## config.mk

```make
export PLATFORM = sky130hd
export DESIGN_NAME = blm_mul
export DESIGN_NICKNAME = d
export VERILOG_FILES = /design/src/rtl/core/blm_pkg.sv /design/src/rtl/core/blm_mul.sv
export SDC_FILE = /design/constraint.sdc
export NUM_CORES = 2
export LEC_CHECK = 0
export BUFFER_PORTS_ARGS = -buffer_cell sky130_fd_sc_hd__clkbuf_2
export CAP_MARGIN = 20
export CORE_MARGIN = 4
export CORE_UTILIZATION = 40
export DETAILED_ROUTE_END_ITERATION = 8
export SLEW_MARGIN = 30
export SYNTH_ARGS = -nofsm -noshare
export SYNTH_HDL_FRONTEND = slang
export SYNTH_SLANG_ARGS = --single-unit
```

## constraint.sdc

```tcl
create_clock -name clock -period 19 [get_ports clock]
set_clock_uncertainty 0.05 [all_clocks]
set_input_delay 0.95 -clock clock [delete_from_list [all_inputs] [get_ports clock]]
set_output_delay 0.95 -clock clock [all_outputs]
set_load 0.02 [all_outputs]
```

## src/rtl/core/blm_pkg.sv

```systemverilog
// ----------------------------------------------------------------------------
// blm_pkg
// shared types, constants and saturating fixed-point helpers for the
// brent line minimizer
// ----------------------------------------------------------------------------
package blm_pkg;

   localparam int FRAC_BITS = 32;
   localparam int CSR_IDX_W = 8;

   localparam logic signed [63:0] FIX_ONE  = 64'sh1 << FRAC_BITS;
   localparam logic signed [63:0] FIX_MAX  = 64'sh7FFF_FFFF_FFFF_FFFF;
   localparam logic signed [63:0] FIX_MIN  = 64'sh8000_0000_0000_0000;
   localparam logic [63:0]        CG_FRAC  = 64'h61C8_8646_80B5_83EA;
   localparam logic [63:0]        REL_FRAC = 64'h0000_002A_F31D_C461;

   localparam logic [1:0] ACT_START = 2'd0;
   localparam logic [1:0] ACT_REPLY = 2'd1;
   localparam logic [1:0] ACT_ABORT = 2'd2;

   localparam logic KIND_EVAL = 1'b0;
   localparam logic KIND_DONE = 1'b1;

   localparam logic [CSR_IDX_W-1:0] REG_TOLERANCE = 8'd0;
   localparam logic [CSR_IDX_W-1:0] REG_MAX_ITER  = 8'd1;

   typedef struct packed {
      logic              go;
      logic signed [63:0] a;
      logic [63:0]        b;
      logic              frac;
      logic              half;
   } mul_req_type;

   typedef struct packed {
      logic              done;
      logic signed [63:0] res;
   } mul_rsp_type;

   typedef struct packed {
      logic              go;
      logic signed [63:0] p;
      logic signed [63:0] q;
   } div_req_type;

   typedef struct packed {
      logic              done;
      logic signed [63:0] quot;
   } div_rsp_type;

   function automatic logic [63:0] mag(input logic signed [63:0] v);
      return v[63] ? (64'd0 - v) : v;
   endfunction

   function automatic logic signed [63:0] from_mag(input logic [63:0] m, input logic neg);
      if (neg) begin
         if (m[63]) return FIX_MIN;
         return 64'sd0 - $signed(m);
      end
      if (m[63]) return FIX_MAX;
      return $signed(m);
   endfunction

   function automatic logic signed [63:0] sadd(input logic signed [63:0] a,
                                               input logic signed [63:0] b);
      logic [64:0] s;
      s = {a[63], a} + {b[63], b};
      if (s[64] != s[63]) return s[64] ? FIX_MIN : FIX_MAX;
      return $signed(s[63:0]);
   endfunction

   function automatic logic signed [63:0] ssub(input logic signed [63:0] a,
                                               input logic signed [63:0] b);
      logic [64:0] s;
      s = {a[63], a} - {b[63], b};
      if (s[64] != s[63]) return s[64] ? FIX_MIN : FIX_MAX;
      return $signed(s[63:0]);
   endfunction

   function automatic logic signed [63:0] sneg(input logic signed [63:0] a);
      return (a == FIX_MIN) ? FIX_MAX : (64'sd0 - a);
   endfunction

   function automatic logic signed [63:0] sabs(input logic signed [63:0] a);
      return a[63] ? sneg(a) : a;
   endfunction

   function automatic logic signed [63:0] floor_avg(input logic signed [63:0] a,
                                                    input logic signed [63:0] b);
      logic [63:0] x;
      logic [63:0] s;
      x = a ^ b;
      s = {x[63], x[63:1]};
      return $signed((a & b) + s);
   endfunction

endpackage

```

## src/rtl/core/blm_mul.sv

```systemverilog
// ----------------------------------------------------------------------------
// blm_mul
// shared saturating fixed-point multiplier, one 32x32 partial product
// per cycle
// ----------------------------------------------------------------------------
module blm_mul import blm_pkg::*; (
   input  logic        clock,
   input  logic        reset,
   input  mul_req_type req,
   output mul_rsp_type rsp
);

   localparam logic [1:0] SH_Q    = 2'd0;
   localparam logic [1:0] SH_HALF = 2'd1;
   localparam logic [1:0] SH_HI   = 2'd2;

   logic              busy_ff, busy_in;
   logic [2:0]        step_ff, step_in;
   logic [63:0]       am_ff, am_in, bm_ff, bm_in;
   logic              neg_ff, neg_in;
   logic [1:0]        sh_ff, sh_in;
   logic [127:0]      acc_ff, acc_in;
   logic              done_ff, done_in;
   logic signed [63:0] res_ff, res_in;

   logic [63:0]  pp;
   logic [127:0] pp_sh;
   logic [127:0] shifted;

   assign pp = {32'd0, am_ff[step_ff[1]*32 +: 32]} * {32'd0, bm_ff[step_ff[0]*32 +: 32]};

   always_comb begin
      unique case (step_ff[1:0])
         2'd0:       pp_sh = {64'd0, pp};
         2'd1, 2'd2: pp_sh = {32'd0, pp, 32'd0};
         2'd3:       pp_sh = {pp, 64'd0};
      endcase
      unique case (sh_ff)
         SH_HALF: shifted = acc_ff >> (FRAC_BITS + 1);
         SH_HI:   shifted = acc_ff >> 64;
         default: shifted = acc_ff >> FRAC_BITS;
      endcase
   end

   always_comb begin
      busy_in = busy_ff;
      step_in = step_ff;
      am_in   = am_ff;
      bm_in   = bm_ff;
      neg_in  = neg_ff;
      sh_in   = sh_ff;
      acc_in  = acc_ff;
      done_in = 1'b0;
      res_in  = res_ff;
      if (req.go) begin
         busy_in = 1'b1;
         step_in = 3'd0;
         am_in   = mag(req.a);
         bm_in   = req.frac ? req.b : mag($signed(req.b));
         neg_in  = req.a[63] ^ (!req.frac & req.b[63]);
         sh_in   = req.frac ? SH_HI : (req.half ? SH_HALF : SH_Q);
         acc_in  = 128'd0;
      end else if (busy_ff) begin
         if (step_ff[2]) begin
            busy_in = 1'b0;
            done_in = 1'b1;
            res_in  = from_mag((|shifted[127:64]) ? 64'hFFFF_FFFF_FFFF_FFFF : shifted[63:0],
                               neg_ff);
         end else begin
            acc_in  = acc_ff + pp_sh;
            step_in = step_ff + 3'd1;
         end
      end
   end

   always_ff @(posedge clock) begin
      if (reset) begin
         busy_ff <= 1'b0;
         done_ff <= 1'b0;
         step_ff <= 3'd0;
      end else begin
         busy_ff <= busy_in;
         done_ff <= done_in;
         step_ff <= step_in;
      end
      am_ff  <= am_in;
      bm_ff  <= bm_in;
      neg_ff <= neg_in;
      sh_ff  <= sh_in;
      acc_ff <= acc_in;
      res_ff <= res_in;
   end

   assign rsp.done = done_ff;
   assign rsp.res  = res_ff;

endmodule

```

==> summary.md <==
| Metric | Value |
|---|---|
| Status | `finished, final reports clean` |
| Vias | `51400` |
| CP endpoint kind | `flop` |
| Num ports | `198` |
| Core area | `144000 µm²` |
| Starting DRT DRC Count | `5248` |
| PortBufs | `197` |
| CP Launch Type | `flop` |
| Worst EP required | `19.51 ns` |
| Setup violations, final | `0` |
| RR Endpoint | `acc_ff[124]` |
| Starting Density | `0.404` |
| Clk_lat worst skew | `0.69 ns` |
| NumNets Final | `8325` |
| CTS root buf | `clkbuf_16` |
| Crit path kind | `flop to flop` |
| Synth warn | `0` |
| Fin crit share | `0.782` |
| Synth async-reset ratio | `0` |
| Worst R2R Start | `step_ff[1]` |
| Setup crit end | `acc_ff[124]` |
| R2R depth | `42` |
| Setup slack, reg-to-reg | `4.15 ns` |
| Total CTS buffers | `44` |
| Dpl ws | `4.49 ns` |
| Die area | `152000 µm²` |
| Max-Cap Viols | `0` |
| H-tree depth | `2` |
| Core Rows | `139` |
| Hold_buf cts | `0` |
| Number of synthesized register bits | `328` |
| Post-cts sizing count | `0` |
| Vias in the first global route | `50700` |
| Final Max Slew Viols | `0` |
| Total global-route track usage | `0.291` |
| Clock transition at the registers of the reported paths | `0.07 ns` |
| Synthesized instance count | `6919` |
| Clock sink total | `328` |
| Global-route wire length before repair | `331000 µm` |
| Placed Cells | `8752` |
| Synth Flop Type | `edfxtp_1` |
| Post-synthesis sequential area ratio | `0.146` |
| Die span in y | `390 µm` |
| Commonest non-fill, non-tap cell in the layout | `nand2_1` |
| Post-synth EDFFs | `195` |
| Wirelength per Cell | `25.4 µm` |
| Setup slack after layout | `4.15 ns` |
| DRT Pass-1 Iters | `6` |
| Max transition margin | `0.286` |
| Setup bufs post-CTS | `0` |
| Clk buf depth | `3` |
| WP data arrival | `15.35 ns` |
| Global route total overflow | `0` |
| Area grow syn2layout | `8.31%` |
| Most numerous cell on the critical path | `fa_1` |
| GPL Wtd Cong | `0.979` |
| Fmax achieved | `67.3 MHz` |
| Total Wirelength | `225000 µm` |
| Synth cell types | `79` |
| Synthesized area per cell | `8.43 µm²` |
| Worst Setup SP | `step_ff[1]` |
| Fraction of layout cells with a size suffix above 1 | `0.0792` |
| Crit path time final | `14.85 ns` |
| CTS tree | `built` |
| Post-route ant nets | `0` |
| Worst Hold Class | `flop to flop` |
| Mapped Nets | `8346` |
| CP max stage cell | `mux2i_2` |
| Cell Area, Synth | `58300 µm²` |
| Final hold violation count | `0` |
| DP HPWL | `180000 µm` |
| Fin cells | `8840` |
| Largest net degree at the start of global routing | `86` |
| Width of the die | `390 µm` |
| CP max stage delay | `0.82 ns` |
| Initial antenna violation count | `7` |
| DR vias/cell | `5.81` |
| Remaining DRCs | `0` |
| Worst-path fanout max | `39` |
| Worst-margin pin slew | `1.07 ns` |
| Setup TNS | `0 ns` |
| Highest-count cells in the layout ignoring fill and taps | `937 x nand2_1, 919 x inv_1, 897 x fa_1, 824 x nor2_1, 395 x ha_1` |
| RSZ-0062 raised after global routing | `no` |
logic make-up after synthesis:
kind of cell               after synthesis  synth area share
and+or+nand+nor                       2265             0.167
xor gates and xnor gates               324            0.0487
buffers and inverters                 1292            0.0835
AOI/OAI and AO/OA                     1287             0.138
muxes                                  129            0.0235
DFF                                    328             0.146
adders and majority gates             1294             0.393
synthesized netlist by cell type (62+ instances only):
library cell,n,area share
nand2_1,937,0.060
inv_1,919,0.059
fa_1,897,0.31
nor2_1,826,0.053
ha_1,397,0.085
a21oi_1,367,0.032
o21ai_0,356,0.031
clkbuf_1,339,0.022
xnor2_1,213,0.032
edfxtp_1,195,0.10
a21o_1,143,0.018
dfxtp_1,133,0.046
xor2_1,111,0.017
nand4_1,90,0.0097
nand3_1,76,0.0065
mux2i_1,67,0.012
mux2_2,62,0.012
final cells by class:
type / instances / area [µm²]
tap: 1903 / 2380
clock buffer: 46 / 1110
clock inverter: 34 / 374
timing repair buffer: 306 / 1950
sequential: 328 / 8530
fill: 14300 / 81000
multi-input combinational: 5299 / 45300
inverter: 919 / 3450
antenna: 5 / 12.5
worst min path at each step:
stage,startpoint,end,slack [ns],cells after the start
CTS,acc_ff[12],acc_ff[12],0.41,2
floorplan,acc_ff[16],acc_ff[16],0.38,2
detailed placement,acc_ff[12],acc_ff[12],0.40,2
global placement,acc_ff[30],acc_ff[30],0.39,2
global route,acc_ff[28],acc_ff[28],0.41,2
finish,acc_ff[20],acc_ff[20],0.41,2
critical path, delay by kind of cell (launching register included):
kind	cells	cell delay, ns
adder cells (fa/ha/maj)	10	4.89
AO/OA/AOI/OAI	13	3.65
AND/OR/NAND/NOR	10	2.77
buffers and inverters	6	1.21
multiplexers	1	0.82
flip-flops	1	0.72
XOR/XNOR	2	0.54
per-layer routing:
layer  up-vias  GRT usage  routed length, µm
met1     25800      0.398              93300
met4         8      0.122              11700
met5         -          0                 71
met2      2533      0.453              99200
met3       509     0.0574              20700
li1      22600          -                  -
sequential cells by signal (all words and copies together) (netlist names):
name and flops:
acc_ff 128, am_ff 64, bm_ff 64, busy_ff 1
done_ff 1, neg_ff 1, res_ff 64, sh_ff 2
step_ff 3
per-stage QoR:
stage | hold WS [ns] | util | instance area (µm²)
after floorplan | 0.382 | - | 58300
after global placement | 0.393 | 0.425 | 61300
after detailed placement | 0.399 | 0.427 | 61600
after CTS | 0.406 | 0.437 | 63100
after global routing | 0.415 | 0.438 | 63100
final | 0.405 | 0.438 | 63100
Power is left out: the tool's default activity adds up to more than one toggle a clock period on the data nets, which glitch-free logic cannot reach.
